<file path="src/rtl/core/hsfb_pkg.sv">
package hsfb_pkg;

    localparam logic [7:0]  FLAG_BYTE   = 8'h7E;
    localparam logic [7:0]  ESC_BYTE    = 8'h7D;
    localparam logic [7:0]  ESC_FLAG    = 8'h5E;
    localparam logic [7:0]  ESC_ESC     = 8'h5D;
    localparam logic [11:0] RESET_LIMIT = 12'd1024;

    localparam logic ACTION_SUPERVISORY = 1'b0;
    localparam logic ACTION_DATA        = 1'b1;

    // one classified transaction, as handed from the front to the back
    typedef struct packed {
        logic       hdr;
        logic [7:0] address;
        logic [7:0] control;
        logic       has_data;
        logic [7:0] data;
        logic       err;
        logic       has_check;
        logic [7:0] check;
        logic       close;
    } job_t;

    function automatic logic needs_stuff(input logic [7:0] b);
        return (b == FLAG_BYTE) || (b == ESC_BYTE);
    endfunction

    function automatic logic [7:0] stuff_second(input logic [7:0] b);
        return (b == FLAG_BYTE) ? ESC_FLAG : ESC_ESC;
    endfunction

endpackage

</file>
<file path="src/rtl/core/hsfb_front.sv">
module hsfb_front import hsfb_pkg::*; (
    input  logic        aclk,
    input  logic        aresetn,
    input  logic        cfg_wr_en,
    input  logic [11:0] cfg_wr_data,
    input  logic        accept,
    input  logic        action,
    input  logic [7:0]  address,
    input  logic [7:0]  control,
    input  logic [7:0]  data_byte,
    input  logic        last_data,
    output logic        push,
    output job_t        job
);

    logic [11:0] max_len_reg;
    logic        in_frame_reg, in_frame_next;
    logic        dropping_reg, dropping_next;
    logic [7:0]  check_reg, check_next;
    logic [11:0] count_reg, count_next;

    logic [11:0] base_count;
    logic [7:0]  base_check;
    logic [12:0] stuffed_len;
    logic [12:0] total;
    logic        over;

    assign base_count  = in_frame_reg ? count_reg : 12'd0;
    assign base_check  = in_frame_reg ? check_reg : 8'd0;
    assign stuffed_len = needs_stuff(data_byte) ? 13'd2 : 13'd1;
    assign total       = {1'b0, base_count} + stuffed_len;
    assign over        = total > {1'b0, max_len_reg};

    always_comb begin
        in_frame_next = in_frame_reg;
        dropping_next = dropping_reg;
        check_next    = check_reg;
        count_next    = count_reg;
        push          = 1'b0;
        job           = '0;
        job.address   = address;
        job.control   = control;
        job.data      = data_byte;
        if (accept) begin
            if (action == ACTION_SUPERVISORY) begin
                // abandons any open frame
                in_frame_next = 1'b0;
                dropping_next = 1'b0;
                check_next    = 8'd0;
                count_next    = 12'd0;
                push          = 1'b1;
                job.hdr       = 1'b1;
                job.close     = 1'b1;
            end else if (dropping_reg) begin
                if (last_data) begin
                    in_frame_next = 1'b0;
                    dropping_next = 1'b0;
                    check_next    = 8'd0;
                    count_next    = 12'd0;
                end
            end else begin
                push    = 1'b1;
                job.hdr = !in_frame_reg;
                if (over) begin
                    job.err       = 1'b1;
                    in_frame_next = !last_data;
                    dropping_next = !last_data;
                    check_next    = 8'd0;
                    count_next    = 12'd0;
                end else begin
                    job.has_data  = 1'b1;
                    in_frame_next = 1'b1;
                    count_next    = total[11:0];
                    check_next    = base_check ^ data_byte;
                    if (last_data) begin
                        job.has_check = 1'b1;
                        job.check     = base_check ^ data_byte;
                        job.close     = 1'b1;
                        in_frame_next = 1'b0;
                        check_next    = 8'd0;
                        count_next    = 12'd0;
                    end
                end
            end
        end
    end

    always_ff @(posedge aclk) begin
        if (!aresetn) begin
            max_len_reg  <= RESET_LIMIT;
            in_frame_reg <= 1'b0;
            dropping_reg <= 1'b0;
            check_reg    <= 8'd0;
            count_reg    <= 12'd0;
        end else begin
            if (cfg_wr_en) begin
                max_len_reg <= cfg_wr_data;
            end
            in_frame_reg <= in_frame_next;
            dropping_reg <= dropping_next;
            check_reg    <= check_next;
            count_reg    <= count_next;
        end
    end

endmodule

</file>
<file path="src/rtl/core/hsfb_queue.sv">
module hsfb_queue import hsfb_pkg::*; #(
    parameter int DEPTH = 4
) (
    input  logic aclk,
    input  logic aresetn,
    input  logic push,
    input  job_t wr_job,
    input  logic pop,
    output job_t rd_job,
    output logic full,
    output logic empty
);

    localparam int PTR_W = (DEPTH > 1) ? $clog2(DEPTH) : 1;
    localparam int CNT_W = $clog2(DEPTH + 1);

    job_t              entry_reg [DEPTH];
    logic [PTR_W-1:0]  wr_ptr_reg;
    logic [PTR_W-1:0]  rd_ptr_reg;
    logic [CNT_W-1:0]  count_reg;

    assign full   = count_reg == CNT_W'(DEPTH);
    assign empty  = count_reg == '0;
    assign rd_job = entry_reg[rd_ptr_reg];

    function automatic logic [PTR_W-1:0] wrap_inc(input logic [PTR_W-1:0] p);
        return (p == PTR_W'(DEPTH - 1)) ? '0 : p + 1'b1;
    endfunction

    always_ff @(posedge aclk) begin
        if (push) begin
            entry_reg[wr_ptr_reg] <= wr_job;
        end
    end

    always_ff @(posedge aclk) begin
        if (!aresetn) begin
            wr_ptr_reg <= '0;
            rd_ptr_reg <= '0;
            count_reg  <= '0;
        end else begin
            if (push) begin
                wr_ptr_reg <= wrap_inc(wr_ptr_reg);
            end
            if (pop) begin
                rd_ptr_reg <= wrap_inc(rd_ptr_reg);
            end
            if (push && !pop) begin
                count_reg <= count_reg + 1'b1;
            end else if (pop && !push) begin
                count_reg <= count_reg - 1'b1;
            end
        end
    end

endmodule

</file>
<file path="src/rtl/core/hsfb_back.sv">
module hsfb_back import hsfb_pkg::*; (
    input  logic       aclk,
    input  logic       aresetn,
    input  job_t       rd_job,
    input  logic       empty,
    output logic       pop,
    input  logic       m_ready,
    output logic       m_valid,
    output logic [7:0] m_out_byte,
    output logic       m_run_end,
    output logic       m_frame_done,
    output logic       m_overflow_error
);

    typedef enum logic [2:0] {
        ST_FLAG0 = 3'd0,
        ST_ADDR  = 3'd1,
        ST_CTRL  = 3'd2,
        ST_BCC   = 3'd3,
        ST_DATA  = 3'd4,
        ST_ERR   = 3'd5,
        ST_CHECK = 3'd6,
        ST_CLOSE = 3'd7
    } step_t;

    job_t       job_reg;
    logic       job_valid_reg;
    step_t      step_reg;
    logic       half_reg;
    logic       m_valid_reg;
    logic [7:0] m_out_byte_reg;
    logic       m_run_end_reg;
    logic       m_frame_done_reg;
    logic       m_overflow_error_reg;

    logic [7:0] cur_mask, new_mask;
    logic [3:0] nxt, first;
    logic [7:0] src_byte;
    logic       src_stuff;
    logic       hold_step;
    logic       job_end;
    logic       load;
    logic [7:0] byte_next;
    logic       done_next;
    logic       err_next;

    // lowest enabled step at or above start; msb flags a hit
    function automatic logic [3:0] find_from(input logic [7:0] mask, input logic [3:0] start);
        logic [3:0] res;
        res = 4'd0;
        for (int i = 7; i >= 0; i--) begin
            if (i >= int'(start) && mask[i]) begin
                res = {1'b1, 3'(i)};
            end
        end
        return res;
    endfunction

    function automatic logic [7:0] step_mask(input job_t j);
        return {j.close, j.has_check, j.err, j.has_data, {4{j.hdr}}};
    endfunction

    assign cur_mask = step_mask(job_reg);
    assign new_mask = step_mask(rd_job);
    assign nxt      = find_from(cur_mask, {1'b0, step_reg} + 4'd1);
    assign first    = find_from(new_mask, 4'd0);

    assign src_byte  = (step_reg == ST_CHECK) ? job_reg.check : job_reg.data;
    assign src_stuff = needs_stuff(src_byte);

    always_comb begin
        byte_next = FLAG_BYTE;
        done_next = 1'b0;
        err_next  = 1'b0;
        hold_step = 1'b0;
        case (step_reg)
            ST_FLAG0: byte_next = FLAG_BYTE;
            ST_ADDR:  byte_next = job_reg.address;
            ST_CTRL:  byte_next = job_reg.control;
            ST_BCC:   byte_next = job_reg.address ^ job_reg.control;
            ST_DATA, ST_CHECK: begin
                // escaped bytes go out as two transactions
                if (src_stuff && !half_reg) begin
                    byte_next = ESC_BYTE;
                    hold_step = 1'b1;
                end else if (src_stuff) begin
                    byte_next = stuff_second(src_byte);
                end else begin
                    byte_next = src_byte;
                end
            end
            ST_ERR: begin
                byte_next = 8'd0;
                err_next  = 1'b1;
            end
            ST_CLOSE: begin
                byte_next = FLAG_BYTE;
                done_next = 1'b1;
            end
            default: byte_next = FLAG_BYTE;
        endcase
    end

    assign job_end = !hold_step && !nxt[3];
    assign load    = job_valid_reg && (!m_valid_reg || m_ready);
    assign pop     = !empty && (!job_valid_reg || (load && job_end));

    always_ff @(posedge aclk) begin
        if (!aresetn) begin
            job_valid_reg <= 1'b0;
            half_reg      <= 1'b0;
            m_valid_reg   <= 1'b0;
        end else begin
            if (load) begin
                m_valid_reg <= 1'b1;
            end else if (m_ready) begin
                m_valid_reg <= 1'b0;
            end
            if (pop) begin
                job_valid_reg <= 1'b1;
                half_reg      <= 1'b0;
            end else if (load) begin
                if (job_end) begin
                    job_valid_reg <= 1'b0;
                end
                half_reg <= hold_step;
            end
        end
    end

    always_ff @(posedge aclk) begin
        if (load) begin
            m_out_byte_reg       <= byte_next;
            m_run_end_reg        <= job_end;
            m_frame_done_reg     <= done_next;
            m_overflow_error_reg <= err_next;
        end
        if (pop) begin
            job_reg  <= rd_job;
            step_reg <= step_t'(first[2:0]);
        end else if (load && !hold_step) begin
            step_reg <= step_t'(nxt[2:0]);
        end
    end

    assign m_valid          = m_valid_reg;
    assign m_out_byte       = m_out_byte_reg;
    assign m_run_end        = m_run_end_reg;
    assign m_frame_done     = m_frame_done_reg;
    assign m_overflow_error = m_overflow_error_reg;

endmodule

</file>
<file path="src/rtl/core/hdlc_style_frame_builder.sv">
// path: first line byte goes via the job queue, the emitter job register and output register
// throughput: one line byte per cycle while m_ready is high; a transaction produces one
// line byte per plain data byte, two when escaped, up to 9; the emitter sets the rate
// input accepted every cycle while the job queue has room
// reset: synchronous active-low aresetn clears frame state, queue and output valid;
// the payload length limit returns to 1024
module hdlc_style_frame_builder import hsfb_pkg::*; #(
    parameter int QUEUE_DEPTH = 4
) (
    input  logic        aclk,
    input  logic        aresetn,
    input  logic        cfg_wr_en,
    input  logic [11:0] cfg_wr_data,
    input  logic        s_valid,
    output logic        s_ready,
    input  logic        s_action,
    input  logic [7:0]  s_address,
    input  logic [7:0]  s_control,
    input  logic [7:0]  s_data_byte,
    input  logic        s_last_data,
    output logic        m_valid,
    input  logic        m_ready,
    output logic [7:0]  m_out_byte,
    output logic        m_run_end,
    output logic        m_frame_done,
    output logic        m_overflow_error
);

    logic accept;
    logic push;
    logic pop;
    logic full;
    logic empty;
    job_t wr_job;
    job_t rd_job;

    assign s_ready = !full;
    assign accept  = s_valid && s_ready;

    hsfb_front u_front (
        .aclk        (aclk),
        .aresetn     (aresetn),
        .cfg_wr_en   (cfg_wr_en),
        .cfg_wr_data (cfg_wr_data),
        .accept      (accept),
        .action      (s_action),
        .address     (s_address),
        .control     (s_control),
        .data_byte   (s_data_byte),
        .last_data   (s_last_data),
        .push        (push),
        .job         (wr_job)
    );

    hsfb_queue #(
        .DEPTH (QUEUE_DEPTH)
    ) u_queue (
        .aclk    (aclk),
        .aresetn (aresetn),
        .push    (push),
        .wr_job  (wr_job),
        .pop     (pop),
        .rd_job  (rd_job),
        .full    (full),
        .empty   (empty)
    );

    hsfb_back u_back (
        .aclk             (aclk),
        .aresetn          (aresetn),
        .rd_job           (rd_job),
        .empty            (empty),
        .pop              (pop),
        .m_ready          (m_ready),
        .m_valid          (m_valid),
        .m_out_byte       (m_out_byte),
        .m_run_end        (m_run_end),
        .m_frame_done     (m_frame_done),
        .m_overflow_error (m_overflow_error)
    );

endmodule
</file>
<file path="config.mk">
export PLATFORM = sky130hd
export DESIGN_NAME = hdlc_style_frame_builder
export DESIGN_NICKNAME = d
export VERILOG_FILES = /design/src/rtl/core/hsfb_pkg.sv /design/src/rtl/core/hsfb_front.sv /design/src/rtl/core/hsfb_queue.sv /design/src/rtl/core/hsfb_back.sv /design/src/rtl/core/hdlc_style_frame_builder.sv
export SDC_FILE = /design/constraint.sdc
export NUM_CORES = 1
export LEC_CHECK = 0
export BUFFER_PORTS_ARGS = -buffer_cell sky130_fd_sc_hd__buf_2
export CORE_ASPECT_RATIO = 1.75
export CORE_MARGIN = 4
export CORE_UTILIZATION = 55
export CTS_CLUSTER_DIAMETER = 200
export CTS_CLUSTER_SIZE = 16
export DETAILED_ROUTE_END_ITERATION = 8
export MAX_ROUTING_LAYER = met4
export PLACE_DENSITY = 0.74
export SYNTH_ARGS = -nofsm -noshare
export SYNTH_HDL_FRONTEND = slang
export SYNTH_HIERARCHICAL = 1
export SYNTH_SLANG_ARGS = --single-unit
</file>
<file path="constraint.sdc">
create_clock -name aclk -period 5.4 [get_ports aclk]
set_clock_uncertainty 0.15 [all_clocks]
set_input_delay 0.54 -clock aclk [delete_from_list [all_inputs] [get_ports aclk]]
set_output_delay 0.54 -clock aclk [all_outputs]
set_load 0.01 [all_outputs]
</file>
==> summary.md, run 1 <==
| Metric | Value |
|---|---|
| Number of failing setup endpoints in the final timing report | `0` |
| Number of storage elements in the synthesis netlist | `245` |
| Net count, final | `871` |
| Worst-case headroom to the max-slew limit | `29.8%` |
| Power per standard cell area | `469 nW/um^2` |
| Cell at the root of the clock tree | `sky130_fd_sc_hd__clkbuf_16` |
| Critical R2R Launch | `u_front/in_frame_reg` |
| Min-delay worst type | `input port to register` |
| IR drop worst, VDD | `0.000244 V` |
| Worst EP required | `5.51 ns` |
| # hold bufs at CTS | `0` |
| Kind of start point of the critical path | `register` |
| Destination of the worst register-to-register timing path | `u_queue/entry_reg[0][1]` |
| Number of DRC violations after detailed-routing iteration 0 | `373` |
| Cell taking the most area after synthesis | `sky130_fd_sc_hd__edfxtp_1` |
| Leftover overflow at the end of global routing | `0` |
| Number of remaining DRC errors | `0` |
| Clock transition at the register clock pins on the worst setup and hold paths after CTS | `0.07 ns` |
| Die width | `115 um` |
| Max reg flops | `148` |
| Post-synthesis sequential area ratio | `62.7%` |
| Clock insertion delay at the later pin of the skew report | `0.50 ns` |
| Worst setup slack for register-to-register paths | `0.88 ns` |
| Initial standard-cell utilization of the core | `55.8%` |
| Data arrival time of the critical path | `4.63 ns` |
| Cell variety after synth | `74` |
| Placed instance count | `1025` |
| CTS Buf Count | `19` |
| Remaining antenna violation count | `0` |
| Lkg Pwr | `4.12 nW` |
| Slew Viols, Final | `0` |
| Path depth of the worst reg2reg path | `13` |
| Critical Path Source | `u_front/in_frame_reg` |
| Warnings, synthesis | `6` |
| Utilization after layout | `60.1%` |
| Summed instance area of the synthesized netlist | `11000 um^2` |
| Max-capacitance violation count | `0` |
| Crit path time final | `4.52 ns` |
| # rows | `68` |
| Worst-Margin Slew | `1.05 ns` |
| Final sum of negative setup slack | `0 ns` |
| CTS max path bufs | `3` |
| Most common library cell in the layout ignoring fill and taps | `sky130_fd_sc_hd__edfxtp_1` |
| Fraction of synthesis flops using an asynchronous set or reset pin | `0%` |
| Via count of the first global-routing pass | `6715` |
| Outcome | `completed` |
| Endpoint of the worst setup timing path | `u_queue/entry_reg[0][1]` |
| Area of the placeable core | `19700 um^2` |
| Class of the most critical setup path | `register to register` |
| Number of flops mapped to enable cells by yosys | `199` |
| DIE HEIGHT | `195 um` |
| Top-area cell type share of the netlist area | `54.3%` |
| Leading cell types in the layout, fill and taps excluded | `sky130_fd_sc_hd__edfxtp_1, sky130_fd_sc_hd__nand2_1, sky130_fd_sc_hd__buf_2, sky130_fd_sc_hd__dfxtp_1, sky130_fd_sc_hd__inv_1` |
| PortBufs | `55` |
| # IOs | `56` |
| Endpoint kind of the worst setup timing path | `register` |
| Critical hold path startpoint | `s_control[7]` |
| Router iterations before antenna repair | `5` |
| Post-detailed-placement half-perimeter wirelength | `15.8 mm` |
| Top fanout value on the critical path | `11` |
| Pin count of the biggest net entering global routing | `44` |
| Fin. Hold Viols | `0` |
| Net count after synthesis | `836` |
| Deepest level of the CTS H-tree | `1` |
| Total global routing track utilization | `21.0%` |
| Vias per cell | `5.98` |
| Number of antenna violations at the first check in global routing | `1` |
| Period utilisation layout | `83.7%` |
| Synth area leaders | `sky130_fd_sc_hd__edfxtp_1, sky130_fd_sc_hd__dfxtp_1, sky130_fd_sc_hd__mux4_2, sky130_fd_sc_hd__ha_1, sky130_fd_sc_hd__nand2_1` |
| Post-synthesis cell count | `766` |
| DRT Wirelength | `22.2 mm` |
| Highest clock rate | `221 MHz` |
| Avg WL per Cell | `21.0 um` |
| First-pass GRT wire length | `35.8 mm` |
| Resized Gates After CTS | `0` |
| Number of standard cells in the layout, taps in and fillers out | `1060` |
| Number of clock sinks seen by CTS | `245` |
| Clock tree from TritonCTS | `built` |
| P&R area growth vs syn | `7.79%` |
| Share of post-route cells with drive strength above 1 | `17.8%` |
| Total Die Area | `22400 um^2` |
| Count of vias placed by the detailed router | `6339` |
| Unrepaired setup endpoints after global routing | `false` |
| Buffer count from post-CTS setup fixing | `0` |
| Primary flip-flop cell chosen by synthesis mapping | `sky130_fd_sc_hd__edfxtp_1` |
| Average cell area after synthesis | `14.4 um^2` |
| Weighted congestion at the end of routability-driven global placement | `0.890` |
critical path, cell delays in order (launching register included):
cell and delay, ns:
sky130_fd_sc_hd__dfxtp_1 0.60, sky130_fd_sc_hd__buf_4 0.27, sky130_fd_sc_hd__nand2_1 0.06, sky130_fd_sc_hd__or4_1 0.55, sky130_fd_sc_hd__a2111oi_0 0.44, sky130_fd_sc_hd__nand3b_1 0.19, sky130_fd_sc_hd__nand2_1 0.11, sky130_fd_sc_hd__ha_1 0.31
sky130_fd_sc_hd__a21oi_1 0.15, sky130_fd_sc_hd__nand2_1 0.11, sky130_fd_sc_hd__a211oi_1 0.34, sky130_fd_sc_hd__o21bai_2 0.23, sky130_fd_sc_hd__or2_2 0.44, sky130_fd_sc_hd__a21oi_1 0.34
metrics by stage:
step                cell area (um^2)  total power (W)  worst slack [ns]  hold slack, ns
floorplan                      11000          0.00387             0.781           0.303
global placement               11300          0.00424             0.754           0.323
detailed placement             11300          0.00433             0.497           0.334
CTS                            11900          0.00562             0.981          0.0855
global route                   11900          0.00585             0.648          0.0937
finish                         11900          0.00556             0.880           0.104
power by group:
| part | switching [W] | internal [W] |
|---|---|---|
| Combinational | 0.000907 | 0.000625 |
| Clock | 0.000612 | 0.000670 |
| Sequential | 0.000195 | 0.00255 |
| Total | 0.00171 | 0.00384 |
how the worst min path moves through the flow:
stage	to	slack, ns	cells past startpoint
after CTS	u_queue/entry_reg[1][27]	0.09	1
final	u_queue/entry_reg[0][27]	0.10	1
after global routing	u_queue/entry_reg[3][24]	0.09	1
after floorplan	u_front/count_reg[11]	0.30	2
after global placement	u_front/count_reg[11]	0.32	2
after detailed placement	u_front/count_reg[11]	0.33	2
metal layers:
layer / global-route usage, % / part of all wire, % / vias up
li1: - / - / 2951
met1: 22.6 / 35 / 3169
met2: 38.6 / 57 / 163
met3: 2.29 / 3.4 / 56
met4: 8.49 / 3.9 / 0
met5: - / 0 / -
cell usage after synthesis, drive strengths merged (3+ instances only):
cell type and n:
mux2i 25, a211o 3, o41ai 5, nand2 67, or4b 3, and3 3
xnor2 3, o31ai 11, nand3 9, or4 5, o2111ai 4, and2 21
dfxtp 46, buf 39, clkbuf 14, a211oi 4, ha 26, edfxtp 199
nor4b 4, a21boi 10, nand4 4, and4 3, nor2b 30, nor2 22
xor2 14, or2 12, a21oi 22, inv 34, nor3 16, o21a 10
nor3b 4, mux4 37, o21ai 24
cell type report:
class,count,area (um^2)
Multi-Input combinational cell,434,3610
Tap cell,245,307
Antenna cell,1,2.50
Clock buffer,32,524
Clock inverter,2,25.0
Sequential cell,245,6900
Fill cell,1515,7880
Inverter,34,128
Timing Repair Buffer,67,365
cells by family after synthesis:
group,Yosys count,synth area share (%)
DFF,245,62.7
and+or+nand+nor,216,10.8
buffers and inverters,87,4.54
xor gates and xnor gates,17,1.42
muxes,62,10.1
adders and majority gates,27,3.14
AOI/OAI and AO/OA,112,7.32
No activity file was read; power rests on OpenSTA's default activity.
==> run 2, diff against run 1 <==
--- a/config.mk
+++ b/config.mk
@@ -13,7 +13,7 @@
 export CTS_CLUSTER_SIZE = 16
 export DETAILED_ROUTE_END_ITERATION = 8
 export MAX_ROUTING_LAYER = met4
-export PLACE_DENSITY = 0.74
+export PLACE_DENSITY = 0.77
 export SYNTH_ARGS = -nofsm -noshare
 export SYNTH_HDL_FRONTEND = slang
 export SYNTH_HIERARCHICAL = 1
==> constraint.sdc (replaced) <==
create_clock -name aclk -period 4.1 [get_ports aclk]
set_clock_uncertainty 0.15 [all_clocks]
set_input_delay 0.41 -clock aclk [delete_from_list [all_inputs] [get_ports aclk]]
set_output_delay 0.41 -clock aclk [all_outputs]
set_load 0.01 [all_outputs]
==> run 2 against run 1 <==
Maximum frequency is 17% higher. Largest cell class unchanged. Largest power group unchanged. Total power increased by 35%. Clock power rose by 31%. Setup slack worse by 0.65 ns. Count of clock-buffer cells in the layout stayed put. Core utilization rose by 2.4 points. Routed wire length increased by 7.1%. First-iteration DRC count rose by 34%. Critical path type unchanged. Final cell count increased by 3.7%.
==> summary.md, run 2 (synthesis results as in run 1) <==
| Metric | Value |
|---|---|
| Most common library cell in the layout ignoring fill and taps | `sky130_fd_sc_hd__edfxtp_1` |
| Highest clock rate | `258 MHz` |
| Leading cell types in the layout, fill and taps excluded | `sky130_fd_sc_hd__edfxtp_1, sky130_fd_sc_hd__nand2_1, sky130_fd_sc_hd__buf_2, sky130_fd_sc_hd__dfxtp_1` |
| Placed instance count | `1050` |
| Power per standard cell area | `608 nW/um^2` |
| Most frequent cell on the critical path | `sky130_fd_sc_hd__ha_1` |
| Share of post-route cells with drive strength above 1 | `21.7%` |
| Number of clock sinks seen by CTS | `245` |
| Peak per-stage delay on the critical path | `0.45 ns` |
| Pin count of the biggest net entering global routing | `44` |
| Clock tree from TritonCTS | `built` |
| Number of remaining DRC errors | `0` |
| Max reg flops | `148` |
| Top fanout value on the critical path | `10` |
| Clock transition at the register clock pins on the worst setup and hold paths after CTS | `0.07 ns` |
| Buffer count from post-CTS setup fixing | `0` |
| Net count, final | `912` |
| Number of antenna diodes | `0` |
| Post-detailed-placement half-perimeter wirelength | `16.7 mm` |
| PortBufs | `55` |
| Outcome | `completed` |
| Worst-case headroom to the max-slew limit | `27.7%` |
| CP bufs+invs | `0` |
| Clock insertion delay at the later pin of the skew report | `0.48 ns` |
| P&R area growth vs syn | `12.1%` |
| CTS max path bufs | `3` |
| Die width | `115 um` |
| Count of vias placed by the detailed router | `6606` |
| DRT Wirelength | `23.8 mm` |
| Crit path time final | `3.87 ns` |
| Worst-Margin Slew | `1.08 ns` |
| Worst EP required | `4.23 ns` |
| Class of the most critical setup path | `register to register` |
| Vias per cell | `6.01` |
| # IOs | `56` |
| Minimum hold slack | `0.0216 ns` |
| Deepest level of the CTS H-tree | `1` |
| Router iterations before antenna repair | `5` |
| Weighted congestion at the end of routability-driven global placement | `0.887` |
| DIE HEIGHT | `195 um` |
| Number of DRC violations after detailed-routing iteration 0 | `500` |
| Post-placement setup slack | `-0.182 ns` |
| Remaining antenna violation count | `0` |
| Area of the placeable core | `19700 um^2` |
| Unrepaired setup endpoints after global routing | `true` |
| Endpoint kind of the worst setup timing path | `register` |
| Leftover overflow at the end of global routing | `0` |
| Number of standard cells in the layout, taps in and fillers out | `1099` |
| Min-delay worst type | `input port to register` |
| Slew Viols, Final | `0` |
| Max-capacitance violation count | `0` |
| Via count of the first global-routing pass | `6975` |
| Initial standard-cell utilization of the core | `55.8%` |
| Fin. Hold Viols | `0` |
| Worst path setup slack after routing | `0.229 ns` |
| CTS Buf Count | `19` |
| Number of antenna violations at the first check in global routing | `0` |
| First-pass GRT wire length | `37.4 mm` |
| Total Die Area | `22400 um^2` |
| Kind of cell adding the most delay to the critical path | `compound AO/OA/AOI/OAI gates` |
| IR drop worst, VDD | `0.000447 V` |
| Final sum of negative setup slack | `0 ns` |
| Number of failing setup endpoints in the final timing report | `0` |
| Lkg Pwr | `4.32 nW` |
| Cell at the root of the clock tree | `sky130_fd_sc_hd__clkbuf_16` |
| # rows | `68` |
| Data arrival time of the critical path | `4.00 ns` |
| Period utilisation layout | `94.4%` |
| Avg WL per Cell | `21.7 um` |
| Kind of start point of the critical path | `register` |
| Cell type of the slowest stage on the worst timing path | `sky130_fd_sc_hd__dfxtp_2` |
| Overall Power | `0.00750 W` |
| Total global routing track utilization | `22.2%` |
| Cell Chain, Critical Path | `and2_1, ha_1, ha_1, a41oi_4, nor3b_1, xnor2_1, nor2_1, ha_1, a21oi_1, o21ai_0, a211oi_2, o21bai_2, or2_2, a21oi_1` |
==> run 2: final cells by class <==
cell class | count | area [um^2]
clock buffer | 32 | 524
multi-input combinational | 434 | 3700
fill | 1450 | 7400
inverter | 34 | 128
tap | 245 | 307
sequential | 245 | 6900
timing repair buffer | 108 | 763
clock inverter | 1 | 16.3
==> run 2: power breakdown <==
part / internal [W] / total [W] / leakage (nW) / switching [W]
Combinational: 0.000937 / 0.00211 / 1.83 / 0.00118
Sequential: 0.00336 / 0.00371 / 2.23 / 0.000352
Clock: 0.000878 / 0.00168 / 0.256 / 0.000803
Total: 0.00517 / 0.00750 / 4.32 / 0.00233
==> run 2: routing by layer <==
| layer | track usage (%) | vias up | part of all wire, % |
|---|---|---|---|
| li1 | - | 3024 | - |
| met1 | 23.4 | 3274 | 34 |
| met2 | 40.0 | 244 | 56 |
| met3 | 2.82 | 64 | 4.7 |
| met4 | 10.7 | 0 | 5.2 |
| met5 | - | - | 0 |
==> run 2: worst paths after layout <==
path,slack (ns),cells after the start,start,endpoint
max,0.23,14,u_front/in_frame_reg,u_queue/entry_reg[1][1]
min,0.02,1,s_address[1],u_queue/entry_reg[3][29]
max reg2reg,0.23,14,u_front/in_frame_reg,u_queue/entry_reg[1][1]
min reg2reg,0.35,2,u_front/dropping_reg,u_front/dropping_reg
==> run 2: timing repair <==
item	CTS	global route
cloned	0	0
hold buffers	16	0
gates resized for setup	1	7
setup endpoints to repair	4	34
hold endpoints to repair	53	0
==> run 2: per-stage QoR <==
| stage | instance area, um^2 | utilization [%] |
|---|---|---|
| global route | 12300 | 62.5 |
| detailed placement | 11600 | 58.8 |
| floorplan | 11100 | - |
| CTS | 12300 | 62.4 |
| global placement | 11600 | 58.8 |
| finish | 12300 | 62.5 |
==> run 2: worst reg2reg max path, stage by stage, from the launching register on <==
cell and delay [ns]:
sky130_fd_sc_hd__dfxtp_2 0.45, sky130_fd_sc_hd__and2_1 0.25, sky130_fd_sc_hd__ha_1 0.22, sky130_fd_sc_hd__ha_1 0.23, sky130_fd_sc_hd__a41oi_4 0.07, sky130_fd_sc_hd__nor3b_1 0.27
sky130_fd_sc_hd__xnor2_1 0.18, sky130_fd_sc_hd__nor2_1 0.07, sky130_fd_sc_hd__ha_1 0.32, sky130_fd_sc_hd__a21oi_1 0.14, sky130_fd_sc_hd__o21ai_0 0.17, sky130_fd_sc_hd__a211oi_2 0.30
sky130_fd_sc_hd__o21bai_2 0.14, sky130_fd_sc_hd__or2_2 0.42, sky130_fd_sc_hd__a21oi_1 0.28
